## config.mk

```make
export PLATFORM = sky130hd
export DESIGN_NAME = wwvb_pulse_deframer
export DESIGN_NICKNAME = d
export VERILOG_FILES = /design/src/design/wpd_pkg.sv /design/src/design/wpd_front.sv /design/src/design/wpd_queue.sv /design/src/design/wpd_back.sv /design/src/design/wwvb_pulse_deframer.sv
export VERILOG_INCLUDE_DIRS = /design/src /design/src/design
export SDC_FILE = /design/constraint.sdc
export NUM_CORES = 1
export LEC_CHECK = 0
export BUFFER_PORTS_ARGS = -buffer_cell sky130_fd_sc_hd__buf_2
export CAP_MARGIN = 40
export CORE_UTILIZATION = 60
export CTS_BUF_LIST = sky130_fd_sc_hd__clkbuf_16
export CTS_CLUSTER_DIAMETER = 120
export DETAILED_ROUTE_END_ITERATION = 7
export GPL_TIMING_DRIVEN = 0
export PLACE_DENSITY_LB_ADDON = 0.2
export SYNTH_ARGS = -nofsm -noshare
export SYNTH_HDL_FRONTEND = slang
export SYNTH_SLANG_ARGS = --single-unit
```

## constraint.sdc

```tcl
create_clock -name clock -period 17.8 [get_ports clock]
set_input_delay 0.89 -clock clock [delete_from_list [all_inputs] [get_ports clock]]
set_output_delay 0.89 -clock clock [all_outputs]
set_load 0.1 [all_outputs]
```

## src/design/wwvb_pulse_deframer_macros.svh

```systemverilog
// ----------------------------------------------------------------------------
// WWVB pulse deframer assertion macros
// Implication and next-cycle checks, compiled away for synthesis.
// ----------------------------------------------------------------------------
`ifndef WWVB_PULSE_DEFRAMER_MACROS_SVH
`define WWVB_PULSE_DEFRAMER_MACROS_SVH
`ifndef SYNTHESIS
`define WPD_ASSERT_IMP(label, clk, rst, ante, cons, msg) \
   label: assert property (@(posedge clk) disable iff (rst) (ante) |-> (cons)) \
      else $error(msg);
`define WPD_ASSERT_NXT(label, clk, rst, ante, cons, msg) \
   label: assert property (@(posedge clk) disable iff (rst) (ante) |=> (cons)) \
      else $error(msg);
`else
`define WPD_ASSERT_IMP(label, clk, rst, ante, cons, msg)
`define WPD_ASSERT_NXT(label, clk, rst, ante, cons, msg)
`endif
`endif

```

## src/design/wpd_pkg.sv

```systemverilog
// ----------------------------------------------------------------------------
// WWVB pulse deframer package
// Symbol codes, register indexes, reset values and shared types.
// ----------------------------------------------------------------------------
package wpd_pkg;

   localparam int HISTORY_LEN_DEF = 10;

   localparam int WIDTH_W  = 16;
   localparam int SYM_W    = 3;
   localparam int CNT_W    = 7;
   localparam int FRAME_W  = 64;
   localparam int CSR_IDX_W = 3;

   localparam logic [SYM_W-1:0] SYM_MARKER    = 3'd0;
   localparam logic [SYM_W-1:0] SYM_ONE       = 3'd1;
   localparam logic [SYM_W-1:0] SYM_ZERO      = 3'd2;
   localparam logic [SYM_W-1:0] SYM_UNMATCHED = 3'd3;
   localparam logic [SYM_W-1:0] SYM_INVALID   = 3'd4;

   localparam logic [CSR_IDX_W-1:0] CSR_SYNC_ENABLE = 3'd0;
   localparam logic [CSR_IDX_W-1:0] CSR_FULL_SCALE  = 3'd1;
   localparam logic [CSR_IDX_W-1:0] CSR_MARKER_MIN  = 3'd2;
   localparam logic [CSR_IDX_W-1:0] CSR_MARKER_MAX  = 3'd3;
   localparam logic [CSR_IDX_W-1:0] CSR_ONE_MIN     = 3'd4;
   localparam logic [CSR_IDX_W-1:0] CSR_ONE_MAX     = 3'd5;
   localparam logic [CSR_IDX_W-1:0] CSR_ZERO_MIN    = 3'd6;
   localparam logic [CSR_IDX_W-1:0] CSR_ZERO_MAX    = 3'd7;

   localparam logic [WIDTH_W-1:0] RST_FULL_SCALE = 16'd32768;
   localparam logic [WIDTH_W-1:0] RST_MARKER_MIN = 16'd24050;
   localparam logic [WIDTH_W-1:0] RST_MARKER_MAX = 16'd27992;
   localparam logic [WIDTH_W-1:0] RST_ONE_MIN    = 16'd14675;
   localparam logic [WIDTH_W-1:0] RST_ONE_MAX    = 16'd19350;
   localparam logic [WIDTH_W-1:0] RST_ZERO_MIN   = 16'd5775;
   localparam logic [WIDTH_W-1:0] RST_ZERO_MAX   = 16'd10025;

   localparam logic [CNT_W-1:0] CNT_MAX       = 7'd127;
   localparam logic [CNT_W-1:0] FRAME_MARKERS = 7'd7;
   localparam logic [CNT_W-1:0] FRAME_BITS    = 7'd60;
   localparam logic [1:0]       RUN_RESTART   = 2'd2;
   localparam logic [1:0]       RUN_MAX       = 2'd3;

   localparam int QUAL_SCALE = 100;
   localparam int QUAL_W     = 7;
   localparam int QUOT_W     = 8;
   localparam int PAIR_W     = $clog2(QUOT_W / 2);

   localparam int Q_DEPTH = 2;
   localparam int Q_PTR_W = $clog2(Q_DEPTH);
   localparam int Q_CNT_W = $clog2(Q_DEPTH + 1);

   typedef logic [SYM_W-1:0] wpd_symbol_type;

   typedef struct packed {
      logic                sync_enable;
      logic [WIDTH_W-1:0] full_scale;
      logic [WIDTH_W-1:0] marker_min;
      logic [WIDTH_W-1:0] marker_max;
      logic [WIDTH_W-1:0] one_min;
      logic [WIDTH_W-1:0] one_max;
      logic [WIDTH_W-1:0] zero_min;
      logic [WIDTH_W-1:0] zero_max;
   } wpd_cfg_type;

   typedef struct packed {
      logic not_empty;
      logic full;
   } wpd_qstat_type;

   function automatic logic [CNT_W-1:0] sat_inc(input logic [CNT_W-1:0] v);
      return (v >= CNT_MAX) ? CNT_MAX : v + 1'b1;
   endfunction

endpackage

```

## src/design/wpd_front.sv

```systemverilog
// ----------------------------------------------------------------------------
// WWVB pulse deframer front end
// Holds the window registers and classifies each request into a symbol.
// ----------------------------------------------------------------------------
module wpd_front (
   input  logic                              clock,
   input  logic                              reset,
   input  logic                              csr_write_enable,
   input  logic [wpd_pkg::CSR_IDX_W-1:0]    csr_index,
   input  logic [wpd_pkg::WIDTH_W-1:0]      csr_wdata,
   input  logic                              req_valid,
   output logic                              req_stall,
   input  logic                              req_func,
   input  logic [wpd_pkg::WIDTH_W-1:0]      req_pulse_width,
   input  wpd_pkg::wpd_qstat_type            q_stat,
   output logic                              q_push,
   output wpd_pkg::wpd_symbol_type           q_push_data
);
   import wpd_pkg::*;

   wpd_cfg_type cfg_ff;
   wpd_cfg_type cfg_in;
   logic        width_ok;

   always_comb begin
      cfg_in = cfg_ff;
      if (csr_write_enable) begin
         unique case (csr_index)
            CSR_SYNC_ENABLE: cfg_in.sync_enable = csr_wdata[0];
            CSR_FULL_SCALE:  cfg_in.full_scale  = csr_wdata;
            CSR_MARKER_MIN:  cfg_in.marker_min  = csr_wdata;
            CSR_MARKER_MAX:  cfg_in.marker_max  = csr_wdata;
            CSR_ONE_MIN:     cfg_in.one_min     = csr_wdata;
            CSR_ONE_MAX:     cfg_in.one_max     = csr_wdata;
            CSR_ZERO_MIN:    cfg_in.zero_min    = csr_wdata;
            CSR_ZERO_MAX:    cfg_in.zero_max    = csr_wdata;
            default:         cfg_in = cfg_ff;
         endcase
      end
   end

   always_ff @(posedge clock) begin
      if (reset) begin
         cfg_ff.sync_enable <= 1'b1;
         cfg_ff.full_scale  <= RST_FULL_SCALE;
         cfg_ff.marker_min  <= RST_MARKER_MIN;
         cfg_ff.marker_max  <= RST_MARKER_MAX;
         cfg_ff.one_min     <= RST_ONE_MIN;
         cfg_ff.one_max     <= RST_ONE_MAX;
         cfg_ff.zero_min    <= RST_ZERO_MIN;
         cfg_ff.zero_max    <= RST_ZERO_MAX;
      end else begin
         cfg_ff <= cfg_in;
      end
   end

   // With sync disabled a request is taken and dropped.
   assign req_stall = cfg_ff.sync_enable & q_stat.full;
   assign q_push    = req_valid & ~req_stall & cfg_ff.sync_enable;

   assign width_ok = ~req_func && (req_pulse_width != '0) &&
                     (req_pulse_width < cfg_ff.full_scale);

   always_comb begin
      if (!width_ok) begin
         q_push_data = SYM_INVALID;
      end else if (req_pulse_width >= cfg_ff.marker_min &&
                   req_pulse_width <= cfg_ff.marker_max) begin
         q_push_data = SYM_MARKER;
      end else if (req_pulse_width >= cfg_ff.one_min &&
                   req_pulse_width <= cfg_ff.one_max) begin
         q_push_data = SYM_ONE;
      end else if (req_pulse_width >= cfg_ff.zero_min &&
                   req_pulse_width <= cfg_ff.zero_max) begin
         q_push_data = SYM_ZERO;
      end else begin
         q_push_data = SYM_UNMATCHED;
      end
   end

endmodule

```

## src/design/wpd_queue.sv

```systemverilog
// ----------------------------------------------------------------------------
// WWVB pulse deframer symbol queue
// A short first-in first-out buffer between the front end and the back end.
// ----------------------------------------------------------------------------
module wpd_queue (
   input  logic                      clock,
   input  logic                      reset,
   input  logic                      push,
   input  wpd_pkg::wpd_symbol_type   push_data,
   input  logic                      pop,
   output wpd_pkg::wpd_symbol_type   pop_data,
   output wpd_pkg::wpd_qstat_type    stat
);
   import wpd_pkg::*;

   wpd_symbol_type       mem_ff [Q_DEPTH];
   logic [Q_PTR_W-1:0]   wr_ptr_ff;
   logic [Q_PTR_W-1:0]   wr_ptr_in;
   logic [Q_PTR_W-1:0]   rd_ptr_ff;
   logic [Q_PTR_W-1:0]   rd_ptr_in;
   logic [Q_CNT_W-1:0]   count_ff;
   logic [Q_CNT_W-1:0]   count_in;

   assign stat.not_empty = (count_ff != '0);
   assign stat.full      = (count_ff == Q_CNT_W'(Q_DEPTH));
   assign pop_data       = mem_ff[rd_ptr_ff];

   always_comb begin
      wr_ptr_in = wr_ptr_ff;
      rd_ptr_in = rd_ptr_ff;
      count_in  = count_ff;
      if (push) begin
         wr_ptr_in = (wr_ptr_ff == Q_PTR_W'(Q_DEPTH - 1)) ? '0 : wr_ptr_ff + 1'b1;
      end
      if (pop) begin
         rd_ptr_in = (rd_ptr_ff == Q_PTR_W'(Q_DEPTH - 1)) ? '0 : rd_ptr_ff + 1'b1;
      end
      if (push && !pop) begin
         count_in = count_ff + 1'b1;
      end else if (pop && !push) begin
         count_in = count_ff - 1'b1;
      end
   end

   always_ff @(posedge clock) begin
      if (reset) begin
         wr_ptr_ff <= '0;
         rd_ptr_ff <= '0;
         count_ff  <= '0;
      end else begin
         wr_ptr_ff <= wr_ptr_in;
         rd_ptr_ff <= rd_ptr_in;
         count_ff  <= count_in;
      end
   end

   always_ff @(posedge clock) begin
      if (push) begin
         mem_ff[wr_ptr_ff] <= push_data;
      end
   end

endmodule

```

## src/design/wpd_back.sv

```systemverilog
// ----------------------------------------------------------------------------
// WWVB pulse deframer back end
// Updates the frame state per symbol and works out the signal quality.
// ----------------------------------------------------------------------------
module wpd_back #(
   parameter int HISTORY_LEN = wpd_pkg::HISTORY_LEN_DEF
) (
   input  logic                             clock,
   input  logic                             reset,
   input  wpd_pkg::wpd_qstat_type           q_stat,
   input  wpd_pkg::wpd_symbol_type          q_pop_data,
   output logic                             q_pop,
   output logic                             rsp_valid,
   input  logic                             rsp_stall,
   output logic [wpd_pkg::SYM_W-1:0]       rsp_symbol,
   output logic                             rsp_good_read,
   output logic                             rsp_frame_done,
   output logic [wpd_pkg::FRAME_W-1:0]     rsp_frame_bits,
   output logic [wpd_pkg::CNT_W-1:0]       rsp_bit_count,
   output logic [wpd_pkg::CNT_W-1:0]       rsp_marker_total,
   output logic [wpd_pkg::QUAL_W-1:0]      rsp_signal_quality
);
   import wpd_pkg::*;

   localparam int GW = $clog2(HISTORY_LEN + 1);
   localparam int PW = GW + QUAL_W;

   localparam logic [1:0] ST_IDLE = 2'd0;
   localparam logic [1:0] ST_MUL  = 2'd1;
   localparam logic [1:0] ST_DIV  = 2'd2;
   localparam logic [1:0] ST_OUT  = 2'd3;

   logic [1:0]             state_ff, state_in;
   logic [FRAME_W-1:0]     frame_ff, frame_in;
   logic [CNT_W-1:0]       mc_ff, mc_in;
   logic [CNT_W-1:0]       bc_ff, bc_in;
   logic [1:0]             run_ff, run_in;
   logic [HISTORY_LEN-1:0] hist_ff, hist_in;
   logic [GW-1:0]          goods_ff, goods_in;
   logic [GW-1:0]          fill_ff, fill_in;
   wpd_symbol_type         sym_ff, sym_in;
   logic                   good_ff, good_in;
   logic                   done_ff, done_in;
   logic [PW-1:0]          rem_ff, rem_in;
   logic [QUOT_W-1:0]      quot_ff, quot_in;
   logic [PAIR_W-1:0]      pair_ff, pair_in;
   logic                   rsp_valid_ff, rsp_valid_in;
   logic                   out_free;
   logic                   load_out;
   logic [PW-1:0]          div_rem;
   logic [QUOT_W-1:0]      div_quot;

   assign out_free = ~rsp_valid_ff | ~rsp_stall;
   assign q_pop    = (state_ff == ST_IDLE) & q_stat.not_empty;
   assign load_out = (state_ff == ST_OUT) & out_free;

   // Frame and history update for the symbol at the head of the queue.
   always_comb begin
      frame_in = frame_ff;
      mc_in    = mc_ff;
      bc_in    = bc_ff;
      run_in   = run_ff;
      good_in  = 1'b0;
      done_in  = 1'b0;
      case (q_pop_data)
         SYM_MARKER: begin
            frame_in = frame_ff << 1;
            good_in  = 1'b1;
            mc_in    = sat_inc(mc_ff);
            bc_in    = sat_inc(bc_ff);
            run_in   = (run_ff != RUN_MAX) ? run_ff + 1'b1 : run_ff;
            if (run_in == RUN_RESTART) begin
               mc_in = CNT_W'(1);
               bc_in = CNT_W'(1);
            end else if (mc_in == FRAME_MARKERS && bc_in == FRAME_BITS) begin
               done_in = 1'b1;
               mc_in   = '0;
               bc_in   = '0;
            end
         end
         SYM_ONE: begin
            frame_in = {frame_ff[FRAME_W-2:0], 1'b1};
            good_in  = 1'b1;
            run_in   = '0;
            bc_in    = sat_inc(bc_ff);
         end
         SYM_ZERO: begin
            frame_in = frame_ff << 1;
            good_in  = 1'b1;
            run_in   = '0;
            bc_in    = sat_inc(bc_ff);
         end
         SYM_UNMATCHED: begin
            frame_in = frame_ff << 1;
         end
         default: begin
            frame_in = frame_ff;
         end
      endcase
      if (!good_in) begin
         mc_in = '0;
         bc_in = '0;
      end
      fill_in  = (fill_ff != GW'(HISTORY_LEN)) ? fill_ff + 1'b1 : fill_ff;
      hist_in  = (hist_ff << 1) | HISTORY_LEN'(good_in);
      goods_in = goods_ff + GW'(good_in) - GW'(hist_ff[HISTORY_LEN-1]);
      sym_in   = q_pop_data;
   end

   // Two restoring quotient bits per cycle, highest pair first.
   always_comb begin
      logic [PW-1:0] trial;
      logic [2:0]    sh;
      div_rem  = rem_ff;
      div_quot = quot_ff;
      for (int j = 0; j < 2; j++) begin
         sh    = {pair_ff, (j == 0)};
         trial = PW'(fill_ff) << sh;
         if (div_rem >= trial) begin
            div_rem      = div_rem - trial;
            div_quot[sh] = 1'b1;
         end
      end
   end

   always_comb begin
      state_in = state_ff;
      rem_in   = rem_ff;
      quot_in  = quot_ff;
      pair_in  = pair_ff;
      unique case (state_ff)
         ST_IDLE: begin
            if (q_stat.not_empty) begin
               state_in = ST_MUL;
            end
         end
         ST_MUL: begin
            rem_in   = PW'(goods_ff) * PW'(QUAL_SCALE);
            quot_in  = '0;
            pair_in  = '1;
            state_in = ST_DIV;
         end
         ST_DIV: begin
            rem_in  = div_rem;
            quot_in = div_quot;
            pair_in = pair_ff - 1'b1;
            if (pair_ff == '0) begin
               state_in = ST_OUT;
            end
         end
         ST_OUT: begin
            if (out_free) begin
               state_in = ST_IDLE;
            end
         end
         default: state_in = ST_IDLE;
      endcase
      if (load_out) begin
         rsp_valid_in = 1'b1;
      end else if (!rsp_stall) begin
         rsp_valid_in = 1'b0;
      end else begin
         rsp_valid_in = rsp_valid_ff;
      end
   end

   always_ff @(posedge clock) begin
      if (reset) begin
         state_ff     <= ST_IDLE;
         frame_ff     <= '0;
         mc_ff        <= '0;
         bc_ff        <= '0;
         run_ff       <= '0;
         hist_ff      <= '0;
         goods_ff     <= '0;
         fill_ff      <= '0;
         rsp_valid_ff <= 1'b0;
      end else begin
         state_ff     <= state_in;
         rsp_valid_ff <= rsp_valid_in;
         if (q_pop) begin
            frame_ff <= frame_in;
            mc_ff    <= mc_in;
            bc_ff    <= bc_in;
            run_ff   <= run_in;
            hist_ff  <= hist_in;
            goods_ff <= goods_in;
            fill_ff  <= fill_in;
         end
      end
   end

   always_ff @(posedge clock) begin
      rem_ff  <= rem_in;
      quot_ff <= quot_in;
      pair_ff <= pair_in;
      if (q_pop) begin
         sym_ff  <= sym_in;
         good_ff <= good_in;
         done_ff <= done_in;
      end
      if (load_out) begin
         rsp_symbol         <= sym_ff;
         rsp_good_read      <= good_ff;
         rsp_frame_done     <= done_ff;
         rsp_frame_bits     <= frame_ff;
         rsp_bit_count      <= bc_ff;
         rsp_marker_total   <= mc_ff;
         rsp_signal_quality <= quot_ff[QUAL_W-1:0];
      end
   end

   assign rsp_valid = rsp_valid_ff;

endmodule

```

## src/design/wwvb_pulse_deframer.sv

```systemverilog
// ----------------------------------------------------------------------------
// WWVB pulse deframer
// Classifies captured pulse widths, builds the frame and tracks signal quality.
// ----------------------------------------------------------------------------
//   Channel   Handshake            Payload
//   req_      req_valid/req_stall  func, pulse_width
//   rsp_      rsp_valid/rsp_stall  symbol, good_read, frame_done, frame_bits,
//                                  bit_count, marker_total, signal_quality
//   csr_      csr_write_enable     csr_index, csr_wdata
//
// A taken request passes through the queue to the back end, which updates the
// frame state, scales the good-read count, runs the two-bit-per-cycle quality
// divider and loads the result register, waiting while that register is held.
// The back end takes the next request only after it has loaded the last one.
// A two-entry queue lets the front end take requests while the back end or
// the result register is busy. Reset is synchronous and needs no clearing
// pass. With sync disabled requests are taken and give no result.
`include "wwvb_pulse_deframer_macros.svh"

module wwvb_pulse_deframer #(
   parameter int HISTORY_LEN = wpd_pkg::HISTORY_LEN_DEF
) (
   input  logic                              clock,
   input  logic                              reset,
   input  logic                              csr_write_enable,
   input  logic [wpd_pkg::CSR_IDX_W-1:0]    csr_index,
   input  logic [wpd_pkg::WIDTH_W-1:0]      csr_wdata,
   input  logic                              req_valid,
   output logic                              req_stall,
   input  logic                              req_func,
   input  logic [wpd_pkg::WIDTH_W-1:0]      req_pulse_width,
   output logic                              rsp_valid,
   input  logic                              rsp_stall,
   output logic [wpd_pkg::SYM_W-1:0]       rsp_symbol,
   output logic                              rsp_good_read,
   output logic                              rsp_frame_done,
   output logic [wpd_pkg::FRAME_W-1:0]     rsp_frame_bits,
   output logic [wpd_pkg::CNT_W-1:0]       rsp_bit_count,
   output logic [wpd_pkg::CNT_W-1:0]       rsp_marker_total,
   output logic [wpd_pkg::QUAL_W-1:0]      rsp_signal_quality
);
   import wpd_pkg::*;

   wpd_qstat_type  q_stat;
   logic           q_push;
   logic           q_pop;
   wpd_symbol_type q_push_data;
   wpd_symbol_type q_pop_data;

   wpd_front u_front (
      .clock            (clock),
      .reset            (reset),
      .csr_write_enable (csr_write_enable),
      .csr_index        (csr_index),
      .csr_wdata        (csr_wdata),
      .req_valid        (req_valid),
      .req_stall        (req_stall),
      .req_func         (req_func),
      .req_pulse_width  (req_pulse_width),
      .q_stat           (q_stat),
      .q_push           (q_push),
      .q_push_data      (q_push_data)
   );

   wpd_queue u_queue (
      .clock     (clock),
      .reset     (reset),
      .push      (q_push),
      .push_data (q_push_data),
      .pop       (q_pop),
      .pop_data  (q_pop_data),
      .stat      (q_stat)
   );

   wpd_back #(
      .HISTORY_LEN (HISTORY_LEN)
   ) u_back (
      .clock              (clock),
      .reset              (reset),
      .q_stat             (q_stat),
      .q_pop_data         (q_pop_data),
      .q_pop              (q_pop),
      .rsp_valid          (rsp_valid),
      .rsp_stall          (rsp_stall),
      .rsp_symbol         (rsp_symbol),
      .rsp_good_read      (rsp_good_read),
      .rsp_frame_done     (rsp_frame_done),
      .rsp_frame_bits     (rsp_frame_bits),
      .rsp_bit_count      (rsp_bit_count),
      .rsp_marker_total   (rsp_marker_total),
      .rsp_signal_quality (rsp_signal_quality)
   );

   `WPD_ASSERT_IMP(a_done_clears, clock, reset, rsp_valid && rsp_frame_done,
      rsp_symbol == SYM_MARKER && rsp_bit_count == '0 && rsp_marker_total == '0,
      "Completed frame did not clear the counters.")
   `WPD_ASSERT_IMP(a_good_symbol, clock, reset, rsp_valid,
      rsp_good_read == (rsp_symbol == SYM_MARKER || rsp_symbol == SYM_ONE ||
                        rsp_symbol == SYM_ZERO),
      "Good read flag disagrees with the symbol.")
   `WPD_ASSERT_IMP(a_quality_range, clock, reset, rsp_valid,
      rsp_signal_quality <= QUAL_W'(QUAL_SCALE), "Signal quality above one hundred.")
   `WPD_ASSERT_IMP(a_no_overflow, clock, reset, q_push, !q_stat.full || q_pop,
      "Request pushed into a full queue.")
   `WPD_ASSERT_NXT(a_push_lands, clock, reset, q_push && !q_pop, q_stat.not_empty,
      "Pushed request missing from the queue.")

endmodule

```

======== Word-level counts from Yosys, hierarchy flattened ========
Memory sizes are Yosys's and may differ from the RTL's. A register that Yosys moved wholly into a read port is not among the register bits.
Cells that the tools add are included.
cells by class
  add/sub/neg operators ................... 13
  multiply operators ...................... 1
  magnitude comparators ................... 15
  eq/ne operators ......................... 25
  shifts and indexed selects .............. 2
  mux-type cells .......................... 44
  bitwise operators ....................... 14
  reduce and logical (&&, ||, !) cells .... 40
operators by type and width
  kind                                                                   number
  64-bit case mux with 2 select lines                                    1
  7-bit two-way mux                                                      9
  16-bit greater-or-equal comparator                                     3
  16-bit <= comparator                                                   3
  2-bit AND reduction                                                    13
  11-bit greater-or-equal comparator                                     2
  11-bit two-way mux                                                     2
  11-bit case mux with 2 select lines                                    1
  4-bit by 3-bit << shifter with 11-bit output                           2
  11-bit subtractor                                                      2
  16-bit < comparator                                                    1
  8-bit two-way mux                                                      2
  8-bit case mux with 2 select lines                                     1
  16-bit nonzero test                                                    1
  7-bit by 1-bit adder with 7-bit output, second input constant          2
  7-bit greater-or-equal comparator, second input constant               2
  7-bit case mux with 2 select lines                                     1
  1-bit two-way mux                                                      13
  3-bit by 2-bit equality test with 1-bit output, second input constant  4
  3-bit equality test, second input constant                             4
  2-bit two-way mux                                                      6
  1-bit logical AND                                                      10
  10-bit by 1-bit OR with 10-bit output                                  1
  2-bit nonzero test                                                     5
  33 further kinds                                                       63
storage, ports and cells
  register bits ........................... 334
  bits in writable memories ............... 6
  bits of input ports ..................... 41
  output and inout bits ................... 92
  logic and storage cells ................. 188
  memories kept ........................... 1
memories
  memory          words  width  read ports  clocked after Yosys merged registers in  write ports  line             RTL
  u_queue.mem_ff  2      3      1           1                                        1            wpd_queue.sv:16  wpd_symbol_type mem_ff [Q_DEPTH];

======== Depth between registers and ports, before layout ========
Gate-level depths: netlist of run 1.
  depth after elaboration ................. 9
  mapped depth ............................ 22
  mapped depth without buffers ............ 20

======== Cells and area by module ========
From an unflattened synthesis of run 1, not the netlist that was laid out.
second synthesis, totals
  cell total of the unflattened synthesis .. 1,821
  area, all modules ....................... 16,694.8 um^2
by module, submodules not included
  module     times used  cells each  area each (um^2)  seq. area each (um^2)
  wpd_back   1           932         9,530.4           5,475.3
  wpd_front  1           858         6,740.2           2,262.2
  wpd_queue  1           31          424.2             280.3

======== Worst setup path after synthesis of run 1 ========
No wires, ideal clock.
  path kind ............................... input port to flip-flop
  from .................................... in rsp_stall
  to ...................................... reg u_back.rsp_bit_count[0] (netlist bit) (enable)
  setup time .............................. 675 ps
  arrival time ............................ 7,421 ps
  required time ........................... 17,125 ps
  setup slack ............................. 9,704 ps
  cell stages on the path ................. 1
  path buffers ............................ 0
  path through ............................ a21boi_0
on the way
  cells in the longest elaborated chain, start to end .. 3
RTL lines
  what                  line                       RTL
  start, declared       wwvb_pulse_deframer.sv:33  input logic rsp_stall,
  1-bit NOT             wpd_back.sv:53             assign out_free = ~rsp_valid_ff | ~rsp_stall;
  1-bit OR              wpd_back.sv:53
  1-bit AND             wpd_back.sv:55             assign load_out = (state_ff == ST_OUT) & out_free;
  end signal, assigned  wpd_back.sv:207            rsp_bit_count <= bc_ff;
  end, declared         wpd_back.sv:19             output logic [wpd_pkg::CNT_W-1:0] rsp_bit_count,
Every way passes these cells.
A chain may end at the register's enable or synchronous reset.

======== Worst setup path in the final report of run 1 ========
  from .................................... reg u_back.pair_ff[0]
  to ...................................... reg u_back.rem_ff[2] (data pin)
on the way
  cells in the longest elaborated chain, start to end .. 6
  elaborated cells between the ends (all ways) .. 9
  classes of those cells .................. add/sub: 2; order compare: 2; shift: 2; mux: 3
RTL lines
  what                                                                            line                              RTL
  start, declared                                                                 wpd_back.sv:46                    logic [PAIR_W-1:0] pair_ff, pair_in;
  start signal, assigned                                                          wpd_back.sv:196                   pair_ff <= pair_in;
  4-bit by 3-bit << shifter with 11-bit output                                    wpd_back.sv:118                   trial = PW'(fill_ff) << sh;
  11-bit subtractor / 11-bit greater-or-equal comparator (equally long branches)  wpd_back.sv:120, wpd_back.sv:119
  11-bit two-way mux                                                              wpd_back.sv:119                   if (div_rem >= trial) begin
  11-bit subtractor / 11-bit greater-or-equal comparator (equally long branches)  wpd_back.sv:120, wpd_back.sv:119
  11-bit two-way mux (*)                                                          wpd_back.sv:119
  11-bit case mux with 2 select lines (*)                                         wpd_back.sv:131                   unique case (state_ff)
  net u_back.rem_in[2]                                                            wpd_back.sv:44                    logic [PW-1:0] rem_ff, rem_in;
  end signal, assigned                                                            wpd_back.sv:194                   rem_ff <= rem_in;
  end, declared                                                                   wpd_back.sv:44
Mark *: on every way through the listed nets, which the timed path passes. The rest lies on a longest branch.

==> results of run 1 <==
-- layout by cell type, fill, tap and decap left out, drive strengths merged, types with 11 or more instances in the layout --
master / instances
o21ai: 50
nand2: 356
o21a: 15
dfxtp: 219
nor3: 14
a21o: 29
nand3b: 17
nor2b: 19
nand3: 23
nor2: 117
xnor2: 20
a211o: 33
inv: 153
ha: 155
clkbuf: 104
nand2b: 16
a31oi: 11
buf: 140
nand4: 19
a21oi: 202
clkinv: 12
edfxtp: 121
-- power by group through the flow --
stage          registers [mW]  logic [mW]  clock network, mW
2_1_floorplan            1.06       0.695                  0
5_1_grt                 0.948        1.19              0.759
4_1_cts                 0.940        1.07              0.727
3_5_place_dp            0.956        1.06                  0
3_3_place_gp            0.964        1.02                  0
6_report                0.941        1.09              0.717
-- worst reg2reg max path, stage by stage (launching register included) --
cell and delay (ps):
edfxtp_1 470, buf_2 240, o21ai_0 250, nand2_1 150
ha_1 360, and4_1 270, a221oi_1 280, o21ai_1 180
nor2_1 580, o21ai_0 330, ha_1 360, nor2b_1 130
o21ai_0 200, a21boi_0 170, or3_1 410, a31oi_2 300
o2111ai_2 200, buf_2 270, nand3_1 130, o221ai_1 120
-- sequential cells by signal (all words and copies together) (netlist names), 7 cells and up, named ones only --
| register | cells |
|---|---|
| u_back.rsp_marker_total | 7 |
| u_back.frame_ff | 64 |
| u_back.bc_ff | 7 |
| u_back.rsp_frame_bits | 64 |
| u_back.rem_ff | 11 |
| u_back.quot_ff | 7 |
| u_back.hist_ff | 10 |
| u_back.mc_ff | 7 |
| u_back.rsp_bit_count | 7 |
| u_back.rsp_signal_quality | 7 |
| u_front.cfg_ff | 113 |
-- how the worst max path moves through the flow --
stage / startpoint / cells after the start / endpoint / slack [ps]
finish: u_back.pair_ff[0] / 19 / u_back.rem_ff[2] / 12120
detailed placement: u_back.pair_ff[0] / 19 / u_back.rem_ff[8] / 12220
CTS: u_back.pair_ff[0] / 19 / u_back.rem_ff[8] / 12150
floorplan: rsp_stall / 1 / u_back.rsp_bit_count[0] / 9700
global route: u_back.pair_ff[0] / 20 / u_back.rem_ff[2] / 11700
global placement: rsp_stall / 2 / u_back.rsp_frame_bits[46] / 6850
-- stage by stage --
step | util [%] | instance area (sq um) | total power, mW | setup slack (ps) | hold WS [ps]
6_report | 69.73 | 18740 | 2.743 | 12120 | 417.8
3_3_place_gp | 64.99 | 17470 | 1.981 | 6853 | 406.9
4_1_cts | 69.73 | 18740 | 2.740 | 12150 | 418.6
2_1_floorplan | - | 16400 | 1.758 | 9704 | 400.3
3_5_place_dp | 65.48 | 17600 | 2.018 | 12220 | 410.5
5_1_grt | 69.73 | 18740 | 2.897 | 11700 | 429.0
-- cell type report --
class | count | share of cell area (%)
well taps | 341 | 2.277
inverters | 143 | 2.864
repair buffers | 133 | 4.072
plain buffers | 71 | 1.522
flip-flops and latches | 340 | 42.78
clock inverters | 23 | 0.7544
multi-input cells | 1220 | 40.39
clock buffers | 40 | 5.341
-- metal layers --
layer / GRT usage [%] / share of wire [%] / vias to the layer above
li1: - / - / 6471
met2: 51.70 / 50 / 400
met3: 4.207 / 5.8 / 97
met4: 10.49 / 2.8 / 0
met1: 35.58 / 41 / 6272
met5: 0 / 0 / -
-- logic make-up (layout without fill, tap and decap cells) --
| logic type | count (synthesis) | in the layout | synth area share [%] |
|---|---|---|---|
| flip-flops | 340 | 340 | 48.89 |
| buffers and inverters | 214 | 410 | 5.013 |
| multiplexers | 12 | 12 | 0.7554 |
| AND/OR/NAND/NOR | 624 | 624 | 16.69 |
| AO/OA/AOI/OAI | 396 | 396 | 14.86 |
| adder cells (fa/ha/maj) | 158 | 158 | 12.19 |
| XOR/XNOR | 30 | 30 | 1.602 |
==> metrics.yaml, run 1 <==
cp.required_ps: 18040
wire_per_inst_microns: 17.43
synth_largest_area_cell: "dfxtp_1"
yosys.cell_count.top_type: "nand2_1"
ys_ff_latch: 340
intPower_mw: 1.683
async_reset_ff_share_pct: 0
ctsHoldBuffers: 0
worst_ep_arrival_time_ps: 5910
path_delay_family: "compound AO/OA/AOI/OAI gates"
regArea_sq_um: 8018
hold_depth: 0
synth.top_cell.area_share_pct: 26.74
ant_nets: 0
dr_total_vias: 13240
layoutNonFillerInstCount: 2311
syn_avg_cell_area_sq_um: 9.244
critPathMaxFanout: 10
hold_class: "register to register"
max_slew.worst_pin.slew_ps: 868.9
syn_to_final_growth_pct: 14.29
synth_area_leaders: "dfxtp_1 (27%), edfxtp_1 (22%), ha_1 (12%), nand2_1 (8.1%), a21oi_1 (6.2%)"
clock.fmax_mhz: 176.1
multi_input_area_sq_um: 7570
place.gp.congestion: 0.9056
post_cts_buffers: 0
path_cells: "buf_2, o21ai_0, nand2_1, ha_1, and4_1, a221oi_1, o21ai_1, nor2_1, o21ai_0, ha_1, nor2b_1, o21ai_0, a21boi_0, or3_1, a31oi_2, o2111ai_2, buf_2, nand3_1, o221ai_1"
synthFlopType: "dfxtp_1"
clkPwrFrac_pct: 26.1
swShare_pct: 38.63
first_pass_iters: 6
drive_gt1_share_pct: 10.30
cts.sinks: 340
antenna_found_initial: 0
start_util_pct: 61.01
drtIter0Drc: 875
rows: 60
vias_per_cell: 5.729
fin_crit_ps: 5679
ys_types: 67
p_comb_share_pct: 39.6
die_h_microns: 167.3
final_nets: 2144
crit_path_end_kind: "register"
clkSlewWorstSetupHoldPaths_ps: 60
ff2ff_setup_slack_ps: 12120
syn_area_sq_um: 16400
worstRegToRegCells: 19
cts-htree-levels: 2
route.detailed.drc: 0
hpwlAfterDp_microns: 28710
grt_usage_pct: 29.00
p_seq_share_pct: 34.3
run_status: "finished, final reports clean"
slew_headroom_pct: 42.08
worst_setup_path_start_kind: "register"
maxCapViolCount: 0
antenna_cells: 0
worstHoldStart: "u_back.done_ff"
fillCellCount: 2118
cts_root_buf: "clkbuf_16"
pwr_density_cell_nw_per_um2: 146.4
worstSetupPathType: "register to register"
ios: 133
clock_latency_ps: 520
p_switching_mw: 1.060
cts_tree: "built"
clk_path_buf_depth: 3
drv_slew: 0
r2r_start: "u_back.pair_ff[0]"
reg2reg_to: "u_back.rem_ff[2]"
overflow: 0
dp_cells: 2248
rsz0062_at_grt: "false"
cpMaxStageDelayCell: "nor2_1"
synthCells: 1774
crit_buf_inv: 2
skew_ps: 20.00
grt_pass1_wl_microns: 64690
grt_pass1_vias: 12730
cp_slowest_stage_delay_ps: 580
wl_microns: 40280
coreArea_sq_um: 26880
power.leakage_nw: 7.719
die_w_microns: 167.3
grt_max_degree: 26
ctsResizeCount: 0
synth_fp_nets: 1973
path_common_cell: "o21ai_0"
port_buffers: 128
post-route-period-util_pct: 31.90
ir_worst_vdd_mv: 0.08770
hold_violations: 0
min_to: "u_back.rsp_frame_done"
setup_viol: 0
seq_area_frac_synth_pct: 48.89
synth_enable_flop_cells: 121
die-area_sq_um: 28000
ys_top_cells_by_count: "nand2_1 (356), dfxtp_1 (219), a21oi_1 (202)"
cts_made_buffers: 36
timing.setup.tns_ps: 0
synthesis.yosys.warnings: 0
(Power assumes the default switching activity.)
==> run 2: changes to the inputs <==
--- a/config.mk
+++ b/config.mk
@@ -8,7 +8,7 @@
 export LEC_CHECK = 0
 export BUFFER_PORTS_ARGS = -buffer_cell sky130_fd_sc_hd__buf_2
 export CAP_MARGIN = 40
-export CORE_UTILIZATION = 60
+export CORE_UTILIZATION = 54
 export CTS_BUF_LIST = sky130_fd_sc_hd__clkbuf_16
 export CTS_CLUSTER_DIAMETER = 120
 export DETAILED_ROUTE_END_ITERATION = 7
==> constraint.sdc (replaced) <==
create_clock -name clock -period 5.15 [get_ports clock]
set_input_delay 0.2575 -clock clock [delete_from_list [all_inputs] [get_ports clock]]
set_output_delay 0.2575 -clock clock [all_outputs]
set_load 0.1 [all_outputs]
==> metrics.yaml, run 2 (synthesized netlist as in run 1, its figures left out) <==
run_status: "finished, final reports clean"
path_cells: "buf_4, o21ai_1, nand2_1, ha_1, and4_1, a221oi_2, o21ai_2, or2_1, buf_4, a21oi_1, ha_1, o21ai_0, a21boi_1, or3_1, a31oi_4, o2111ai_2, buf_6, o31ai_1, a31oi_1"
startpoint: "u_back.pair_ff[0]"
multi_input_area_sq_um: 7596
skew_ps: 12.58
maxCapViolCount: 0
r2r_start: "u_back.pair_ff[0]"
finalPower_mw: 9.473
wl_microns: 40440
final_area_sq_um: 18830
worstSetupPathType: "register to register"
start_util_pct: 55.03
cpMaxStageDelayCell: "or3_1"
place.gp.congestion: 0.8895
cts_root_buf: "clkbuf_16"
path_delay_family: "compound AO/OA/AOI/OAI gates"
place_area_sq_um: 17670
clock.fmax_mhz: 201.0
top_regs: "u_front.cfg_ff: 113 flops, u_back.frame_ff: 64 flops, u_back.rsp_frame_bits: 64 flops"
rsz0062_at_grt: "true"
die-area_sq_um: 31070
cp_slowest_stage_delay_ps: 420
clkSlewWorstSetupHoldPaths_ps: 60
cts.sinks: 340
antenna_found_initial: 1
crit_path_end_kind: "register"
rows: 63
worstHoldStart: "rsp_stall"
pwr_density_cell_nw_per_um2: 502.9
wire_per_inst_microns: 17.10
cp.required_ps: 5370
top_register: "u_front.cfg_ff"
clock_latency_ps: 510
top_layer_used: "met4"
die_w_microns: 176.3
drtIter0Drc: 829
largest_reg_flops: 113
syn_to_final_growth_pct: 14.86
cts-htree-levels: 2
drv_slew: 0
port_buffers: 128
critPathMaxFanout: 10
hpwlAfterDp_microns: 29090
fillCellCount: 2517
timing.setup.tns_ps: 0
overflow: 0
met2_length_microns: 19630
coreArea_sq_um: 29800
worst_setup_path_start_kind: "register"
final_nets: 2147
hold_class: "input port to register"
worst_ep_arrival_time_ps: 5190
grt_max_degree: 29
setup_viol: 0
dr_total_vias: 13140
dr_wl_met3_microns: 2091
crit_buf_inv: 3
final_common_cell: "nand2_1"
grt_pass1_wl_microns: 63620
regArea_sq_um: 8019
cts_made_buffers: 36
drive_gt1_share_pct: 10.54
post-route-period-util_pct: 96.60
route.detailed.drc: 0
ant_nets: 0
vias_per_cell: 5.556
layout_common_cells: "nand2_1 (356), dfxtp_1 (218), a21oi_1 (202)"
cts_tree: "built"
ios: 133
first_pass_iters: 5
grt_pass1_vias: 12600
hold_violations: 0
finish.utilization_pct: 63.21
fin_crit_ps: 4975
grt_usage_pct: 26.00
die_h_microns: 176.3
met1_length_microns: 17380
max_slew.worst_pin.slew_ps: 871.8
slew_headroom_pct: 41.49
clk_path_buf_depth: 3
whs_ps: 59.01
ir_worst_vdd_mv: 0.3462
power.leakage_nw: 7.725
-- run 2: changes by cell type in the layout (fill, tap and decap cells not counted), moves of 2 or more --
| cell | change |
|---|---|
| clkinv_1 | +5 |
| clkbuf_16 | -2 |
| buf_4 | +3 |
| o21ai_0 | -2 |
-- run 2: where the power goes --
group / total (mW) / switching, mW / internal [mW] / leakage, nW
logic: 3.76 / 2.47 / 1.29 / 4.24
clock network: 2.46 / 1.03 / 1.43 / 0.580
registers: 3.25 / 0.138 / 3.11 / 2.90
-- run 2: routing by layer --
metal / GRT usage [%] / vias up
met5: 0 / -
met4: 10.25 / 0
met3: 3.682 / 93
met2: 45.05 / 343
met1: 32.59 / 6214
li1: - / 6489
-- run 2: worst paths after layout --
kind,slack [ps],end,cells after the start
worst min-delay path,60,u_back.rsp_valid,3
worst max register to register,180,u_back.rem_ff[8],19
worst max-delay path,180,u_back.rem_ff[8],19
worst min register to register,420,u_back.rsp_symbol[0],0
-- run 2: through the flow --
stage          worst slack (ps)  cells
2_1_floorplan             440.1   1774
3_3_place_gp             -293.9   2292
3_5_place_dp             -396.9   2298
4_1_cts                   82.32   2364
5_1_grt                  -71.11   2365
6_report                  175.3   2365
-- run 2: area by class of cell --
cell class | instances | share of cell area (%)
Sequential cell | 340 | 42.58
Antenna cell | 1 | 0.01329
Clock buffer | 38 | 5.049
Multi-Input combinational cell | 1220 | 40.33
Tap cell | 390 | 2.591
Buffer | 71 | 1.535
Clock inverter | 26 | 0.8636
Timing Repair Buffer | 136 | 4.192
Inverter | 143 | 2.850
-- run 2: worst register-to-register path, stage by stage (launching register included) --
cell and delay (ps):
edfxtp_1 380, buf_4 190, o21ai_1 200, nand2_1 150
ha_1 360, and4_1 270, a221oi_2 310, o21ai_2 150
or2_1 260, buf_4 200, a21oi_1 230, ha_1 320
o21ai_0 130, a21boi_1 140, or3_1 420, a31oi_4 260
o2111ai_2 200, buf_6 210, o31ai_1 200, a31oi_1 100
-- run 2: timing repair --
action / CTS / global route
hold buffers: 0 / 0
pin swaps: 1 / 0
resized for setup: 5 / 7
setup buffers: 2 / 0
setup endpoints to repair: 15 / 15
==> run 3: changes to the inputs <==
--- a/config.mk
+++ b/config.mk
@@ -8,11 +8,12 @@
 export LEC_CHECK = 0
 export BUFFER_PORTS_ARGS = -buffer_cell sky130_fd_sc_hd__buf_2
 export CAP_MARGIN = 40
-export CORE_UTILIZATION = 54
+export CORE_UTILIZATION = 60
 export CTS_BUF_LIST = sky130_fd_sc_hd__clkbuf_16
 export CTS_CLUSTER_DIAMETER = 120
 export DETAILED_ROUTE_END_ITERATION = 7
 export GPL_TIMING_DRIVEN = 0
+export MAX_ROUTING_LAYER = met4
 export PLACE_DENSITY_LB_ADDON = 0.2
 export SYNTH_ARGS = -nofsm -noshare
 export SYNTH_HDL_FRONTEND = slang
==> constraint.sdc (replaced) <==
create_clock -name clock -period 6.3 [get_ports clock]
set_input_delay 1.89 -clock clock [delete_from_list [all_inputs] [get_ports clock]]
set_output_delay 1.89 -clock clock [all_outputs]
set_load 0.1 [all_outputs]
==> metrics.yaml, run 3 (synthesized netlist as in run 1, its figures left out) <==
run_status: "finished, final reports clean"
dr_total_vias: 13200
max_slew.worst_pin.slew_ps: 911.7
top_regs: "u_front.cfg_ff: 113 flops, u_back.frame_ff: 64 flops, u_back.rsp_frame_bits: 64 flops"
cts-htree-levels: 2
layout_common_cells: "nand2_1 (356), dfxtp_1 (219), a21oi_1 (202)"
largest_reg_flops: 113
crit_path_end_kind: "register"
worst_setup_path_start_kind: "register"
syn_to_final_growth_pct: 13.70
multi_input_area_sq_um: 7570
port_buffers: 128
hold_class: "register to register"
cts.sinks: 340
start_util_pct: 61.01
startpoint: "u_back.pair_ff[0]"
ctsHoldBuffers: 0
path_cells: "buf_2, mux2i_1, or2_2, ha_1, or3_1, o22ai_2, o22ai_2, nor2_1, o21ai_0, ha_1, nor2b_1, o21ai_0, a21boi_0, or3_1, a31oi_2, o2111ai_2, buf_2, nand3_1, o221ai_1"
cpMaxStageDelayCell: "nor2_1"
r2r_start: "u_back.pair_ff[0]"
rsz0062_at_grt: "false"
timing.setup.tns_ps: 0
top_register: "u_front.cfg_ff"
hpwlAfterDp_microns: 28510
clock.fmax_mhz: 181.9
maxCapViolCount: 0
cts_made_buffers: 36
fillCellCount: 2124
worstHoldStart: "u_back.done_ff"
finish.utilization_pct: 69.38
cp_slowest_stage_delay_ps: 510
grt_max_degree: 31
clock_latency_ps: 520
ant_nets: 0
rows: 60
vias_per_cell: 5.709
overflow: 0
setup_viol: 0
final_nets: 2143
antenna_cells: 0
skew_ps: 10.09
antenna_found_initial: 0
ff2ff_setup_slack_ps: 800
cp.required_ps: 6540
wl_microns: 39720
clk_path_buf_depth: 3
whs_ps: 429.0
dp_worst_setup_slack_ps: 846.5
fin_crit_ps: 5498
cts_tree: "built"
place.gp.congestion: 0.9359
die_w_microns: 167.3
ctsResizeCount: 0
dp_cells: 2247
post-route-period-util_pct: 87.27
ios: 133
drive_gt1_share_pct: 10.25
wire_per_inst_microns: 17.18
regArea_sq_um: 8018
die-area_sq_um: 28000
drtIter0Drc: 880
grt_usage_pct: 29.40
final_common_cell: "nand2_1"
layoutNonFillerInstCount: 2312
drv_slew: 0
clkSlewWorstSetupHoldPaths_ps: 60
grt_pass1_wl_microns: 63830
critPathMaxFanout: 10
slew_headroom_pct: 39.22
worstSetupPathType: "register to register"
hold_violations: 0
die_h_microns: 167.3
pwr_density_cell_nw_per_um2: 409.0
cts_root_buf: "clkbuf_16"
first_pass_iters: 5
route.detailed.drc: 0
timing.final.ws_setup_ps: 802.2
worst_ep_arrival_time_ps: 5740
grt_pass1_vias: 12850
post_cts_buffers: 0
coreArea_sq_um: 26880
power.leakage_nw: 7.669
ir_worst_vdd_mv: 0.2325
run 3: cell types whose count changed in the layout (fill, tap and decap cells not counted), moves of 2 or more:
cell	delta
buf_4	-3
clkbuf_16	-2
clkinv_1	-3
clkinv_2	+4
clkinvlp_4	+2
o21ai_0	+2
run 3: cell type report:
class                           instances  share of cell area (%)
Inverter                              143                   2.879
Sequential cell                       340                   43.00
Timing Repair Buffer                  132                   3.946
Multi-Input combinational cell       1220                   40.60
Buffer                                 71                   1.530
Clock buffer                           36                   4.832
Tap cell                              341                   2.288
Clock inverter                         29                  0.9261
run 3: final timing paths:
path | endpoint | depth (start not counted)
worst min-delay path | u_back.rsp_frame_done | 0
worst max-delay path | u_back.rem_ff[3] | 19
worst max register to register | u_back.rem_ff[3] | 19
worst min register to register | u_back.rsp_frame_done | 0
run 3: layer usage:
layer	global-route usage, %	wire length [microns]	up-vias
met1	35.28	16940	6236
met5	-	0	-
met4	12.29	1360	0
li1	-	-	6484
met3	3.640	2018	105
met2	50.02	19400	375
run 3: power by group:
part,total [mW],switching [mW],leakage [nW],internal [mW]
registers,2.66,0.113,2.90,2.55
logic,3.03,2.01,4.21,1.02
clock network,1.94,0.852,0.561,1.09
total,7.63,2.98,7.67,4.65
run 3: through the flow:
stage / instance area [sq um] / power [mW]
after floorplan: 16400 / 4.954
after global placement: 17470 / 5.568
after detailed placement: 17570 / 5.683
after CTS: 18650 / 7.624
after global routing: 18650 / 8.033
final: 18650 / 7.626
run 3: worst max-delay path, delay by kind of cell (launching register included):
family / cells / cell delay (ps)
compound gates: 8 / 1610
flops: 1 / 490
mux: 1 / 140
buf+inv: 2 / 490
simple gates: 6 / 1890
fa+ha+maj: 2 / 590
